--- src/design/ted_pkg.sv ---
`default_nettype none

package ted_pkg;

  // Ring geometry (power-of-two frame count and frame length)
  localparam int MAX_DELAY_FRAMES = 64;
  localparam int FRAME_MAX        = 1024;
  localparam int FRAME_W          = $clog2(MAX_DELAY_FRAMES);
  localparam int POS_W            = $clog2(FRAME_MAX);
  localparam int ADDR_W           = FRAME_W + POS_W;
  localparam int HIST_DEPTH       = MAX_DELAY_FRAMES * FRAME_MAX;
  localparam int RP_W             = FRAME_W + 16;
  localparam int RPX_W            = RP_W + 3;

  // Field and register widths
  localparam int SAMPLE_W = 24;
  localparam int BLUR_W   = 17;
  localparam int GAIN_W   = 16;
  localparam int DLY_W    = 14;
  localparam int FSIZE_W  = 11;
  localparam int CFG_W    = 17;
  localparam int IDX_W    = 3;

  // Register reset values
  localparam int BLUR_RST  = 0;
  localparam int FBG_RST   = 32768;
  localparam int DRY_RST   = 23170;
  localparam int WET_RST   = 23170;
  localparam int DLY_RST   = 2560;
  localparam int WOW_RST   = 0;
  localparam int ALPHA_RST = 65529;
  localparam int FSIZE_RST = 512;

  // Clamp limits and coefficients
  localparam int BLUR_MAX   = 65536;
  localparam int FBG_MAX    = 65339;
  localparam int GAIN_MAX   = 32768;
  localparam int DLY_MIN    = 256;
  localparam int DLY_MAX    = (MAX_DELAY_FRAMES - 2) * 256;
  localparam int ALPHA_MAX  = 65529;
  localparam int G_COEF     = 11796;
  localparam int DEPTH_COEF = 26214;
  localparam int AP_MIN     = 7;
  localparam int SAT_MIN    = 66;
  localparam int DRIVE_ONE  = 65536;
  localparam int TAB_TOP    = 16;

  localparam int SAMPLE_MAX = 8388607;
  localparam int SAMPLE_MIN = -8388608;

  // Shared multiplier: signed A x signed B, registered product
  localparam int MUL_A_W = 26;
  localparam int MUL_B_W = 21;
  localparam int PROD_W  = 47;
  localparam int ACC_W   = 48;

  // Divider for the saturation gain compensation
  localparam int DIV_STEPS = 23;
  localparam int DIV_CNT_W = $clog2(DIV_STEPS);
  localparam int REM_W     = 18;

  localparam logic [15:0] SINE_Q [17] = '{
    16'd0, 16'd3212, 16'd6393, 16'd9512, 16'd12539, 16'd15446, 16'd18205,
    16'd20787, 16'd23170, 16'd25329, 16'd27245, 16'd28898, 16'd30273,
    16'd31356, 16'd32137, 16'd32609, 16'd32767
  };

  localparam logic [15:0] TANH_Q [17] = '{
    16'd0, 16'd8150, 16'd16051, 16'd23485, 16'd30286, 16'd36346, 16'd41625,
    16'd46131, 16'd49912, 16'd53038, 16'd55593, 16'd57660, 16'd59320,
    16'd60644, 16'd61694, 16'd62524, 16'd63179
  };

  typedef enum logic [IDX_W-1:0] {
    REG_BLUR, REG_FEEDBACK, REG_DRY, REG_WET,
    REG_DELAY, REG_WOW, REG_ALPHA, REG_FRAME_SIZE
  } reg_idx_t;

  typedef enum logic [3:0] {
    MU_NONE, MU_BB, MU_G, MU_DEPTH, MU_SIN, MU_OFF, MU_INT, MU_LP,
    MU_AP1, MU_AP2, MU_DRV, MU_TANH, MU_FB, MU_DRY, MU_WET
  } mul_sel_t;

  typedef enum logic [4:0] {
    TK_NONE, TK_B2, TK_G, TK_DEPTH, TK_SINV, TK_RP, TK_A0, TK_A1, TK_DLY,
    TK_LP, TK_AP1, TK_AP2, TK_U, TK_T, TK_Q, TK_WB, TK_ACC, TK_Y
  } take_t;

  typedef enum logic [5:0] {
    ST_CLEAR, ST_IDLE, ST_BYP, ST_B2M, ST_B2T, ST_GM, ST_GT, ST_WOW,
    ST_DEPT, ST_SINM, ST_SINT, ST_OFFM, ST_OFFT, ST_RD0, ST_RD1, ST_RD2,
    ST_INTM, ST_INTT, ST_LPM, ST_LPT, ST_AP1M, ST_AP1T, ST_AP2M, ST_AP2T,
    ST_DRVM, ST_UT, ST_TNM, ST_TNT, ST_DIV, ST_DIVT, ST_FBM, ST_WBT,
    ST_DRYM, ST_WETM, ST_YT, ST_DONE
  } state_t;

  typedef struct packed {
    mul_sel_t mul;
    take_t    take;
    logic     load_x;
    logic     mem_re;
    logic     rd_next;
    logic     wow_step;
    logic     div_step;
    logic     out_load;
    logic     out_byp;
    logic     clear_step;
  } cmd_t;

  typedef struct packed {
    logic wet_zero;
    logic pos_zero;
    logic ap_on;
    logic sat_on;
    logic div_last;
    logic clear_last;
    logic out_free;
    logic frame_wr;
  } status_t;

  // Round to nearest, halves up, then arithmetic shift
  function automatic logic signed [ACC_W-1:0] rnd(input logic signed [ACC_W-1:0] v,
                                                   input int unsigned s);
    logic signed [ACC_W-1:0] half;
    half = ACC_W'(1) <<< (s - 1);
    return (v + half) >>> s;
  endfunction

  function automatic logic signed [SAMPLE_W-1:0] sat24(input logic signed [ACC_W-1:0] v);
    if (v > ACC_W'(SAMPLE_MAX)) return SAMPLE_W'(SAMPLE_MAX);
    if (v < ACC_W'(SAMPLE_MIN)) return SAMPLE_W'(SAMPLE_MIN);
    return SAMPLE_W'(v);
  endfunction

  function automatic logic [15:0] sine_base(input logic [4:0] idx);
    return (idx >= 5'(TAB_TOP)) ? SINE_Q[TAB_TOP] : SINE_Q[idx];
  endfunction

  function automatic logic [15:0] sine_step(input logic [4:0] idx);
    return (idx >= 5'(TAB_TOP)) ? 16'd0 : SINE_Q[idx + 5'd1] - SINE_Q[idx];
  endfunction

  function automatic logic [15:0] tanh_base(input logic [4:0] idx);
    return (idx >= 5'(TAB_TOP)) ? TANH_Q[TAB_TOP] : TANH_Q[idx];
  endfunction

  function automatic logic [15:0] tanh_step(input logic [4:0] idx);
    return (idx >= 5'(TAB_TOP)) ? 16'd0 : TANH_Q[idx + 5'd1] - TANH_Q[idx];
  endfunction

endpackage

`default_nettype wire

--- src/design/ted_ctrl.sv ---
`default_nettype none

module ted_ctrl import ted_pkg::*; (
  input  wire logic    clk,
  input  wire logic    rst,
  input  wire logic    in_valid,
  output logic         in_ready,
  input  wire status_t st,
  output cmd_t         cmd
);

  state_t state, state_next;

  always_ff @(posedge clk) begin
    if (rst) begin
      state <= ST_CLEAR;
    end else begin
      state <= state_next;
    end
  end

  always_comb begin
    state_next = state;
    if (st.frame_wr) begin
      state_next = ST_CLEAR;
    end else begin
      unique case (state)
        ST_CLEAR: if (st.clear_last) state_next = ST_IDLE;
        ST_IDLE: begin
          if (in_valid) state_next = st.wet_zero ? ST_BYP : ST_B2M;
        end
        ST_BYP:  if (st.out_free) state_next = ST_IDLE;
        ST_B2M:  state_next = ST_B2T;
        ST_B2T:  state_next = ST_GM;
        ST_GM:   state_next = ST_GT;
        ST_GT:   state_next = st.pos_zero ? ST_WOW : ST_RD0;
        ST_WOW:  state_next = ST_DEPT;
        ST_DEPT: state_next = ST_SINM;
        ST_SINM: state_next = ST_SINT;
        ST_SINT: state_next = ST_OFFM;
        ST_OFFM: state_next = ST_OFFT;
        ST_OFFT: state_next = ST_RD0;
        ST_RD0:  state_next = ST_RD1;
        ST_RD1:  state_next = ST_RD2;
        ST_RD2:  state_next = ST_INTM;
        ST_INTM: state_next = ST_INTT;
        ST_INTT: state_next = ST_LPM;
        ST_LPM:  state_next = ST_LPT;
        ST_LPT: begin
          priority if (st.ap_on) state_next = ST_AP1M;
          else if (st.sat_on)    state_next = ST_DRVM;
          else                   state_next = ST_FBM;
        end
        ST_AP1M: state_next = ST_AP1T;
        ST_AP1T: state_next = ST_AP2M;
        ST_AP2M: state_next = ST_AP2T;
        ST_AP2T: state_next = st.sat_on ? ST_DRVM : ST_FBM;
        ST_DRVM: state_next = ST_UT;
        ST_UT:   state_next = ST_TNM;
        ST_TNM:  state_next = ST_TNT;
        ST_TNT:  state_next = ST_DIV;
        ST_DIV:  if (st.div_last) state_next = ST_DIVT;
        ST_DIVT: state_next = ST_FBM;
        ST_FBM:  state_next = ST_WBT;
        ST_WBT:  state_next = ST_DRYM;
        ST_DRYM: state_next = ST_WETM;
        ST_WETM: state_next = ST_YT;
        ST_YT:   state_next = ST_DONE;
        ST_DONE: if (st.out_free) state_next = ST_IDLE;
        default: state_next = ST_CLEAR;
      endcase
    end
  end

  always_comb begin
    cmd      = '0;
    in_ready = 1'b0;
    unique case (state)
      ST_CLEAR: cmd.clear_step = 1'b1;
      ST_IDLE: begin
        in_ready   = 1'b1;
        cmd.load_x = in_valid;
      end
      ST_BYP:  cmd.out_byp = st.out_free;
      ST_B2M:  cmd.mul = MU_BB;
      ST_B2T:  cmd.take = TK_B2;
      ST_GM:   cmd.mul = MU_G;
      ST_GT:   cmd.take = TK_G;
      ST_WOW: begin
        cmd.wow_step = 1'b1;
        cmd.mul      = MU_DEPTH;
      end
      ST_DEPT: cmd.take = TK_DEPTH;
      ST_SINM: cmd.mul = MU_SIN;
      ST_SINT: cmd.take = TK_SINV;
      ST_OFFM: cmd.mul = MU_OFF;
      ST_OFFT: cmd.take = TK_RP;
      ST_RD0:  cmd.mem_re = 1'b1;
      ST_RD1: begin
        cmd.mem_re  = 1'b1;
        cmd.rd_next = 1'b1;
        cmd.take    = TK_A0;
      end
      ST_RD2:  cmd.take = TK_A1;
      ST_INTM: cmd.mul = MU_INT;
      ST_INTT: cmd.take = TK_DLY;
      ST_LPM:  cmd.mul = MU_LP;
      ST_LPT:  cmd.take = TK_LP;
      ST_AP1M: cmd.mul = MU_AP1;
      ST_AP1T: cmd.take = TK_AP1;
      ST_AP2M: cmd.mul = MU_AP2;
      ST_AP2T: cmd.take = TK_AP2;
      ST_DRVM: cmd.mul = MU_DRV;
      ST_UT:   cmd.take = TK_U;
      ST_TNM:  cmd.mul = MU_TANH;
      ST_TNT:  cmd.take = TK_T;
      ST_DIV:  cmd.div_step = 1'b1;
      ST_DIVT: cmd.take = TK_Q;
      ST_FBM:  cmd.mul = MU_FB;
      ST_WBT:  cmd.take = TK_WB;
      ST_DRYM: cmd.mul = MU_DRY;
      ST_WETM: begin
        cmd.take = TK_ACC;
        cmd.mul  = MU_WET;
      end
      ST_YT:   cmd.take = TK_Y;
      ST_DONE: cmd.out_load = st.out_free;
      default: cmd = '0;
    endcase
  end

endmodule

`default_nettype wire

--- config.mk ---
export PLATFORM = sky130hd
export DESIGN_NAME = ted_ctrl
export DESIGN_NICKNAME = d
export VERILOG_FILES = /design/src/design/ted_pkg.sv /design/src/design/ted_ctrl.sv
export SDC_FILE = /design/constraint.sdc
export NUM_CORES = 1
export LEC_CHECK = 0
export BUFFER_PORTS_ARGS = -buffer_cell sky130_fd_sc_hd__buf_2
export CORE_MARGIN = 2
export CORE_UTILIZATION = 39
export CTS_CLUSTER_DIAMETER = 100
export DETAILED_ROUTE_END_ITERATION = 16
export SLEW_MARGIN = 20
export SYNTH_ARGS = -nofsm -noshare
export SYNTH_HDL_FRONTEND = slang
export SYNTH_SLANG_ARGS = --single-unit
--- constraint.sdc ---
create_clock -name clk -period 3.74 [get_ports clk]
set_clock_uncertainty 0.1 [all_clocks]
set_input_delay 0.748 -clock clk [delete_from_list [all_inputs] [get_ports clk]]
set_output_delay 0.748 -clock clk [all_outputs]
set_load 0.01 [all_outputs]
==> metrics.csv, run 1 <==
metric;value;unit
status;finished clean;
Final Max Slew Viols;0;
GRT Total Usage;0.2094;
largest net degree at the start of global routing;32;
die area;0.002912;mm2
Tcrit/Tclk final;0.7998;
Post-synth ARST share;0;
syn nets;159;
CTS Buffer Depth;2;
Setup Viol. Count Final;0;
Area growth syn-to-layout;12.60;%
Relative slew margins;0.3652;
cts-stage hold buffer count;0;
Crit Path Class;reg2out;
peak supply drop;77.94;uV
worst-skew pair later-pin latency;0.24;ns
fillcell total;268;
Synth Cell Area;973.4;um2
antenna-violating nets left;0;
WHS;0.7033;ns
Post-Synthesis Cells;148;
Pwr Density;151.9;mW/mm2
DRC Markers;0;
initial core utilization;0.4039;
Syn Area/Cell;6.577;um2
Reg2Reg Setup Slack;1.40;ns
RSZ-0062 raised after global routing;false;
Tmin final;2.991;ns
WP data arrival;2.14;ns
number of global-route vias before repair;1000;
IO buf count;28;
drt wl/cell;14.54;um
first-pass GRT wire length;4588;um
Vias/cell;5.984;
Ant. Diodes;0;
Netlist cell types;48;
Hold Violations, Final;0;
post-CTS sizing;0;
Num CTS Buffers;3;
num rows;18;
width of the die;53.96;um
grt ovf;0;
Ports;29;
EDFF count, synth;0;
crit path launch type;flop;
Hold Path Class;reg2reg;
drt initial violations;29;
fmax;334.3;MHz
LEAKAGE;0.4445;nW
CP max FO;22;
Setup crit end kind;output port;
synthesis-stage register bit count;6;
share of layout cells above drive strength 1;0.2284;
Max Cap Viol;0;
DR vias;1149;
detailed-router iteration count before antenna repair;4;
dpl cells;189;
initial antenna violation count;0;
clk slew on worst S/H paths;0.04;ns
sequential-to-total area share from yosys stat;0.1234;
TNS Setup;0;ns
Most flops, register;state;
max reg flops;6;
Regs by FF count;state: 6 flops;
placed wire-length estimate;2007;um
total core area;0.002410;mm2
Clock Sinks;6;
final std cells w/o fill;192;
GPL Wtd Cong;0.9075;
Setup Buffers After CTS;0;
Worst EP required;2.89;ns
Die Ht;53.96;um
TritonCTS clock tree;done;
slew of the pin with the lowest slew margin;0.9509;ns
htree depth;1;
dominant synthesized flop cell;dfxtp_1;
Yosys warnings;0;
Final #Nets;175;
Total Wirelength;2791;um
root buf cell;clkbuf_4;
-- per-stage QoR --
| stage | total power, W | util | setup WS (ns) | cell area [um2] |
|---|---|---|---|---|
| 2_1_floorplan | 0.00009758 | - | 1.427 | 973.4 |
| 3_3_place_gp | 0.0001095 | 0.4455 | 1.060 | 1074 |
| 6_report | 0.0001665 | 0.4548 | 0.7489 | 1096 |
| 4_1_cts | 0.0001689 | 0.4548 | 0.7421 | 1096 |
| 5_1_grt | 0.0001763 | 0.4548 | 0.5187 | 1096 |
| 3_5_place_dp | 0.0001103 | 0.4455 | 0.9984 | 1074 |
-- Yosys cell counts, drive strengths merged, types with 3 or more instances --
master,count,share of area
nor4,5,0.054
o21ai,11,0.057
dfxtp,6,0.12
o22ai,3,0.019
clkbuf,8,0.031
nand2,10,0.039
or2,3,0.019
buf,9,0.049
inv,4,0.015
a21oi,7,0.036
a31oi,3,0.019
nand2b,5,0.032
or3,3,0.019
nor2b,7,0.045
nor3,9,0.046
o211ai,3,0.023
nor2,19,0.073
nor3b,3,0.023
-- cells in the final DEF, fill, tap and decap left out, types with 4 or more instances in the layout --
| master | synthesis | routed |
|---|---|---|
| nand2b_1 | 5 | 5 |
| inv_1 | 4 | 4 |
| nor2b_1 | 7 | 7 |
| nand2_1 | 10 | 10 |
| a21oi_1 | 7 | 7 |
| o21ai_0 | 11 | 11 |
| buf_2 | 5 | 28 |
| nor2_1 | 19 | 19 |
| dfxtp_1 | 6 | 6 |
| nor3_1 | 9 | 9 |
-- final timing paths --
check,startpoint,end,depth (start not counted)
hold reg to reg,state[0],state[0],2
hold / removal,state[0],state[0],2
setup reg to reg,state[0],state[1],5
setup / recovery,state[0],cmd[8],6
-- critical path: stages, from the launching register on --
cell       delay [ns]
dfxtp_1          0.75
nand2_1          0.39
inv_1            0.20
o2bb2ai_1        0.13
a221oi_1         0.10
o22ai_1          0.19
buf_2            0.15
-- where the power goes --
group	switching (W)	internal, W
registers	0.00000571	0.0000653
clock network	0.0000211	0.0000361
logic	0.0000207	0.0000176
-- per-layer routing --
layer | global-route usage | vias to the layer above | share of wire
li1 | - | 577 | -
met1 | 0.2699 | 534 | 0.47
met2 | 0.3679 | 36 | 0.47
met3 | 0.01944 | 2 | 0.048
met4 | 0.05556 | 0 | 0.0082
met5 | 0 | - | 0
-- cell type report --
cell class | count | area, um2 | share of cell area
Tap cell | 30 | 37.54 | 0.03425
Sequential cell | 6 | 120.1 | 0.1096
Inverter | 4 | 15.01 | 0.01370
Timing Repair Buffer | 28 | 140.1 | 0.1279
Clock buffer | 3 | 22.52 | 0.02055
Multi-Input combinational cell | 121 | 760.7 | 0.6941
-- kinds of logic after synthesis --
family | Yosys count | synth area share
buffers and inverters | 21 | 0.09511
AND/OR/NAND/NOR | 76 | 0.4460
flip-flops | 6 | 0.1234
AO/OA/AOI/OAI | 43 | 0.3175
XOR/XNOR | 2 | 0.01800
(Power assumes the default switching activity.)
==> run 2, diff against run 1 <==
- ABC_AREA: unset -> 1
- PLACE_DENSITY: unset -> 0.66
- clock period: 3.74 -> 2.5 ns (I/O delays scaled with it)
==> run 2 against run 1 <==
First-iteration DRC count grew 83%; via count grew 14%; hold slack lost 0.28 ns; cell area grew 4.0%; largest cell class unchanged; largest power group unchanged; highest routed layer unchanged.
==> metrics.csv, run 2 <==
metric;value;unit;change
status;finished clean;;unchanged
Logic pwr share;0.207;;was 0.230
Netlist cell types;25;;was 48
num rows;17;;was 18
fmax;410.5;MHz;
Num CTS Buffers;3;;unchanged
Setup Viol. Count Final;0;;unchanged
worst hold start;state[5];;was state[0]
Reg2Reg Setup Slack;0.68;ns;was 1.40 ns
Ports;29;;unchanged
Largest stage delay, worst path;0.46;ns;was 0.75 ns
Final Cell Area;0.001140;mm2;was 0.001096 mm2
Internal;0.0001709;W;was 0.0001190 W
TNS Setup;0;ns;unchanged
width of the die;52.99;um;was 53.96 um
WHS Path Cells;2;;unchanged
LEAKAGE;0.6481;nW;was 0.4445 nW
Worst R2R End;state[1];;unchanged
Reg area;120.1;um2;unchanged
largest cells by area after synthesis;nand2_1 15%, nand3_1 13%, dfxtp_1 13%, nor2_1 11%, inv_1 7.6%;;was dfxtp_1 12%, nor2_1 7.3%, o21ai_0 5.7%, nor3_1 4.6%, nor2b_1 4.5%
Sw Share;0.2954;;was 0.2853
Most flops, register;state;;unchanged
number of global-route vias before repair;1108;;was 1000
Regs by FF count;state: 6 flops;;unchanged
final core utilization;0.5104;;was 0.4548
Hold Crit Endpoint;state[5];;was state[0]
peak supply drop;183.4;uV;was 77.94 uV
CP max FO;10;;was 22
family with the most delay on the worst path;simple AND/OR/NAND/NOR gates;;was flip-flops
max reg flops;6;;unchanged
Tcrit/Tclk final;0.9744;;
WP data arrival;1.84;ns;was 2.14 ns
Post-synth ARST share;0;;unchanged
Syn Area/Cell;5.379;um2;was 6.577 um2
IO buf count;28;;unchanged
Clock Sinks;6;;unchanged
most common cell after layout, fill and taps aside;nand2_1;;was buf_2
Final #Nets;217;;was 175
crit path launch type;flop;;unchanged
Post-Synthesis Cells;174;;was 148
fillcell total;246;;was 268
Reg2Reg Launch Point;state[3];;was state[0]
grt ovf;0;;unchanged
initial antenna violation count;0;;unchanged
Vias/cell;5.655;;was 5.984
dominant synthesized flop cell;dfxtp_1;;unchanged
Total Wirelength;3024;um;was 2791 um
Area growth syn-to-layout;21.79;%;was 12.60%
Final Max Slew Viols;0;;unchanged
DR vias;1312;;was 1149
clock share of power;0.374;;was 0.344
Worst EP required;1.90;ns;was 2.89 ns
Crit Path Class;reg2out;;unchanged
CTS Buffer Depth;2;;unchanged
slew of the pin with the lowest slew margin;0.4405;ns;was 0.9509 ns
Setup crit end kind;output port;;unchanged
Hold Path Class;reg2reg;;unchanged
area leader, netlist;nand2_1;;was dfxtp_1
syn nets;185;;was 159
Die Ht;52.99;um;was 53.96 um
largest net degree at the start of global routing;14;;was 32
Hold Violations, Final;0;;unchanged
worst r2r path cells;10;;was 5
initial core utilization;0.4190;;was 0.4039
drt wl/cell;13.03;um;was 14.54 um
TritonCTS clock tree;done;;unchanged
Relative slew margins;0.7060;;was 0.3652
slowest cell on the critical path;dfxtp_1;;unchanged
placed wire-length estimate;2445;um;was 2007 um
total core area;0.002233;mm2;was 0.002410 mm2
Tmin final;2.436;ns;
GRT Total Usage;0.2323;;was 0.2094
Max Cap Viol;0;;unchanged
root buf cell;clkbuf_4;;unchanged
htree depth;1;;unchanged
clk slew on worst S/H paths;0.05;ns;was 0.04 ns
Ant. Diodes;0;;unchanged
Yosys warnings;0;;unchanged
die area;0.002807;mm2;was 0.002912 mm2
DRC Markers;0;;unchanged
Pwr Density;212.8;mW/mm2;was 151.9 mW/mm2
Multi-input gate area;713.2;um2;was 760.7 um2
drt initial violations;53;;was 29
most frequent cells in the layout;38 x nand2_1, 28 x buf_2, 27 x nor2_1, 25 x nand3_1, 19 x inv_1;;was 28 x buf_2, 19 x nor2_1, 11 x o21ai_0, 10 x nand2_1, 9 x nor3_1
Setup Buffers After CTS;0;;unchanged
GPL Wtd Cong;0.9905;;was 0.9075
antenna-violating nets left;0;;unchanged
Commonest cells post-synth;38 x nand2_1, 27 x nor2_1, 25 x nand3_1;;was 19 x nor2_1, 11 x o21ai_0, 10 x nand2_1
first-pass GRT wire length;4878;um;was 4588 um
crit-path cells;inv_1 -> nor2_2 -> nand2_1 -> o2111ai_1 -> buf_2;;was nand2_1 -> inv_1 -> o2bb2ai_1 -> a221oi_1 -> o22ai_1 -> buf_2
share of layout cells above drive strength 1;0.2794;;was 0.2284
switching power;0.00007165;W;was 0.00004750 W
Synth Cell Area;935.9;um2;was 973.4 um2
Placed Area;0.001112;mm2;was 0.001074 mm2
RSZ-0062 raised after global routing;false;;unchanged
top cell type's share of synthesized area;0.1524;;was 0.1234
most frequent cell after synthesis;nand2_1;;was nor2_1
Buf/Inv on CP;2;;unchanged
EDFF count, synth;0;;unchanged
detailed-router iteration count before antenna repair;4;;unchanged
worst-skew pair later-pin latency;0.25;ns;was 0.24 ns
synthesis-stage register bit count;6;;unchanged
sequential-to-total area share from yosys stat;0.1283;;was 0.1234
Seq pwr share;0.418;;was 0.426
[run 2: cell count changes after synthesis, sizes merged, moves of 7 or more]
cell    before  now
clkbuf       8    0
inv          4   23
nand2       10   43
nand3        0   29
nor2        19   35
nor2b        7    0
[run 2: how the worst max path moves through the flow]
| stage | start | to | slack (ns) | depth (start not counted) |
|---|---|---|---|---|
| floorplan | state[0] | cmd[14] | 0.65 | 6 |
| global placement | state[2] | cmd[15] | 0.35 | 6 |
| detailed placement | state[2] | cmd[15] | 0.34 | 6 |
| CTS | state[2] | cmd[15] | 0.07 | 6 |
| global route | state[3] | cmd[13] | 0.02 | 5 |
| finish | state[3] | cmd[13] | 0.06 | 5 |
[run 2: area by class of cell]
type,count,share of cell area
multi-input combinational,141,0.6257
inverter,23,0.07574
tap,28,0.03074
sequential,6,0.1054
timing repair buffer,31,0.1427
clock buffer,3,0.01976
[run 2: repair_timing]
action | CTS | global route
setup endpoints to repair | 0 | 4
hold buffers | 0 | 0
gates resized for setup | 0 | 1
[run 2: worst reg2reg max path, cell delays in order, from the launching register on]
cell and delay (ns):
dfxtp_1 0.46, inv_1 0.09, nor2_2 0.36, nand2_1 0.24, nor2_1 0.14, nor2_1 0.06, nand2_2 0.05, nor2_1 0.04
nand2_1 0.05, nand2_1 0.05, a21oi_2 0.10
[run 2: layer usage]
layer  up-vias  routed length [um]  GRT usage
met2        92                1369     0.3646
met1       569                1237     0.3072
li1        645                   -          -
met3         6                 372    0.05367
met4         0                  45    0.08547
met5         -                   0          0
[run 2: kinds of logic after synthesis]
logic type,synth area share
and+or+nand+nor,0.6003
buffers and inverters,0.1150
AOI/OAI and AO/OA,0.1564
DFF,0.1283
[run 2: per-stage QoR]
stage	setup slack, ns	hold WS [ns]	instances	total power (W)
2_1_floorplan	0.6500	0.3756	174	0.0001349
6_report	0.06389	0.4202	232	0.0002426
4_1_cts	0.07014	0.4255	232	0.0002447
3_3_place_gp	0.3480	0.4031	229	0.0001524
3_5_place_dp	0.3401	0.4207	229	0.0001528
5_1_grt	0.01573	0.4574	232	0.0002587
[run 2: power groups by stage]
| stage | clock network, W | registers [W] | logic, W |
|---|---|---|---|
| after floorplan | 0 | 0.000102 | 0.0000328 |
| after global placement | 0 | 0.000102 | 0.0000499 |
| after detailed placement | 0 | 0.000103 | 0.0000498 |
| after CTS | 0.0000936 | 0.000101 | 0.0000500 |
| after global routing | 0.000100 | 0.000101 | 0.0000573 |
| final | 0.0000908 | 0.000101 | 0.0000503 |
==> run 3, diff against run 2 <==
- ABC_AREA: 1 -> 0
==> run 3 against run 2 <==
Clock power is 2% lower; sequential power hardly changed; critical path type unchanged; clock-buffer cell count did not move; largest cell class unchanged.
==> metrics.csv, run 3 (synthesis results as in run 1) <==
metric;value;unit;change
LEAKAGE;0.5039;nW;was 0.6481 nW
Reg area;126.4;um2;was 120.1 um2
WP data arrival;1.75;ns;was 1.84 ns
drt wl/cell;14.32;um;was 13.03 um
share of layout cells above drive strength 1;0.3064;;was 0.2794
worst-skew pair later-pin latency;0.24;ns;was 0.25 ns
number of global-route vias before repair;1119;;was 1108
detailed-router iteration count before antenna repair;4;;unchanged
total core area;0.002410;mm2;was 0.002233 mm2
Area growth syn-to-layout;21.72;%;was 21.79%
Final #Nets;186;;was 217
Most flops, register;state;;unchanged
width of the die;53.96;um;was 52.99 um
Ant. Diodes;0;;unchanged
placed wire-length estimate;2219;um;was 2445 um
crit-path cells;or2_1 -> nor3b_1 -> a221oi_1 -> o22ai_1 -> buf_2;;was inv_1 -> nor2_2 -> nand2_1 -> o2111ai_1 -> buf_2
initial core utilization;0.4039;;was 0.4190
Clock Sinks;6;;unchanged
slew of the pin with the lowest slew margin;0.4250;ns;was 0.4405 ns
Hold Path Class;in2reg;;was reg2reg
Crit Path Class;reg2out;;unchanged
Reg2Reg Setup Slack;0.47;ns;was 0.68 ns
Final Max Slew Viols;0;;unchanged
Tcrit/Tclk final;0.9388;;was 0.9744
switching power;0.00007536;W;was 0.00007165 W
Regs by FF count;state: 6 flops;;unchanged
DR vias;1223;;was 1312
Logic pwr share;0.250;;was 0.207
CP max FO;14;;was 10
Die Ht;53.96;um;was 52.99 um
Worst EP required;1.90;ns;about the same
drt initial violations;68;;was 53
clk slew on worst S/H paths;0.05;ns;about the same
crit path launch type;flop;;unchanged
peak supply drop;100.7;uV;was 183.4 uV
num rows;18;;was 17
fillcell total;248;;was 246
htree depth;1;;unchanged
family with the most delay on the worst path;simple AND/OR/NAND/NOR gates;;unchanged
IO buf count;28;;unchanged
largest net degree at the start of global routing;22;;was 14
max reg flops;6;;unchanged
first-pass GRT wire length;4912;um;was 4878 um
cts-stage hold buffer count;0;;unchanged
slowest cell on the critical path;dfxtp_2;;was dfxtp_1
root buf cell;clkbuf_4;;unchanged
antenna-violating nets left;0;;unchanged
Num CTS Buffers;3;;unchanged
initial antenna violation count;0;;unchanged
GRT Total Usage;0.2236;;was 0.2323
DRC Markers;0;;unchanged
status;finished clean;;unchanged
fmax;426.1;MHz;was 410.5 MHz
Relative slew margins;0.7161;;was 0.7060
CTS Buffer Depth;2;;unchanged
TritonCTS clock tree;done;;unchanged
Ports;29;;unchanged
most frequent cells in the layout;28 x buf_2, 19 x nor2_1, 11 x o21ai_0, 11 x buf_4, 10 x nand2_1;;was 38 x nand2_1, 28 x buf_2, 27 x nor2_1, 25 x nand3_1, 19 x inv_1
most common cell after layout, fill and taps aside;buf_2;;was nand2_1
Total Wirelength;2907;um;was 3024 um
Setup Viol. Count Final;0;;unchanged
grt ovf;0;;unchanged
GPL Wtd Cong;0.9282;;was 0.9905
WHS;0.4888;ns;was 0.4202 ns
Sw Share;0.2930;;was 0.2954
Setup crit end kind;output port;;unchanged
RSZ-0062 raised after global routing;false;;unchanged
die area;0.002912;mm2;was 0.002807 mm2
Pwr Density;217.1;mW/mm2;was 212.8 mW/mm2
TNS Setup;0;ns;unchanged
Hold Violations, Final;0;;unchanged
Max Cap Viol;0;;unchanged
Largest stage delay, worst path;0.39;ns;was 0.46 ns
Vias/cell;6.025;;was 5.655
Tmin final;2.347;ns;was 2.436 ns
Seq pwr share;0.404;;was 0.418
clock share of power;0.346;;was 0.374
Multi-input gate area;760.7;um2;was 713.2 um2
Internal;0.0001819;W;was 0.0001709 W
Buf/Inv on CP;1;;was 2
run 3: through the flow:
| step | instances | util | setup slack [ns] | total power [W] | instance area (um2) |
|---|---|---|---|---|---|
| final | 203 | 0.4917 | 0.1531 | 0.0002572 | 1185 |
| after global routing | 203 | 0.4917 | 0.06348 | 0.0002754 | 1185 |
| after CTS | 203 | 0.4891 | 0.08520 | 0.0002588 | 1179 |
| after detailed placement | 200 | 0.4798 | 0.3493 | 0.0001694 | 1156 |
| after global placement | 200 | 0.4798 | 0.3626 | 0.0001680 | 1156 |
| after floorplan | 148 | - | 0.4347 | 0.0001460 | 973.4 |
run 3: path summary, 6_finish.rpt:
path,start,to,cells after the start
setup / recovery,state[0],cmd[8],5
hold / removal,rst,state[5],3
setup reg to reg,state[5],state[1],6
hold reg to reg,state[0],state[0],2
run 3: power by group through the flow:
stage	combinational, W	clock, W	sequential [W]
2_1_floorplan	0.0000459	0	0.000100
3_3_place_gp	0.0000632	0	0.000105
3_5_place_dp	0.0000640	0	0.000105
4_1_cts	0.0000642	0.0000912	0.000103
5_1_grt	0.0000716	0.0000992	0.000105
6_report	0.0000643	0.0000890	0.000104
run 3: repair_timing:
| action | 4_1_cts | 5_1_grt |
|---|---|---|
| gates resized for setup | 0 | 5 |
| setup buffers | 0 | 0 |
| setup endpoints to repair | 0 | 4 |
run 3: worst register-to-register path: stages, from the launching register on:
cell and delay [ns]:
dfxtp_1 0.54, buf_4 0.27, xor2_1 0.25, nor4_4 0.08, a2111oi_1 0.41, o31a_1 0.21
o21ba_1 0.11
run 3: cell type report:
type / count / share of cell area
Multi-Input combinational cell: 121 / 0.6420
Clock buffer: 3 / 0.01901
Inverter: 4 / 0.01267
Sequential cell: 6 / 0.1067
Tap cell: 30 / 0.03168
Timing Repair Buffer: 39 / 0.1880
run 3: metal layers:
metal	part of all wire	up-vias	global-route usage	wire, um
li1	-	594	-	-
met1	0.44	564	0.2871	1276
met2	0.48	63	0.3801	1395
met3	0.077	2	0.03611	223
met4	0.0041	0	0.06410	12
met5	0	-	0	0
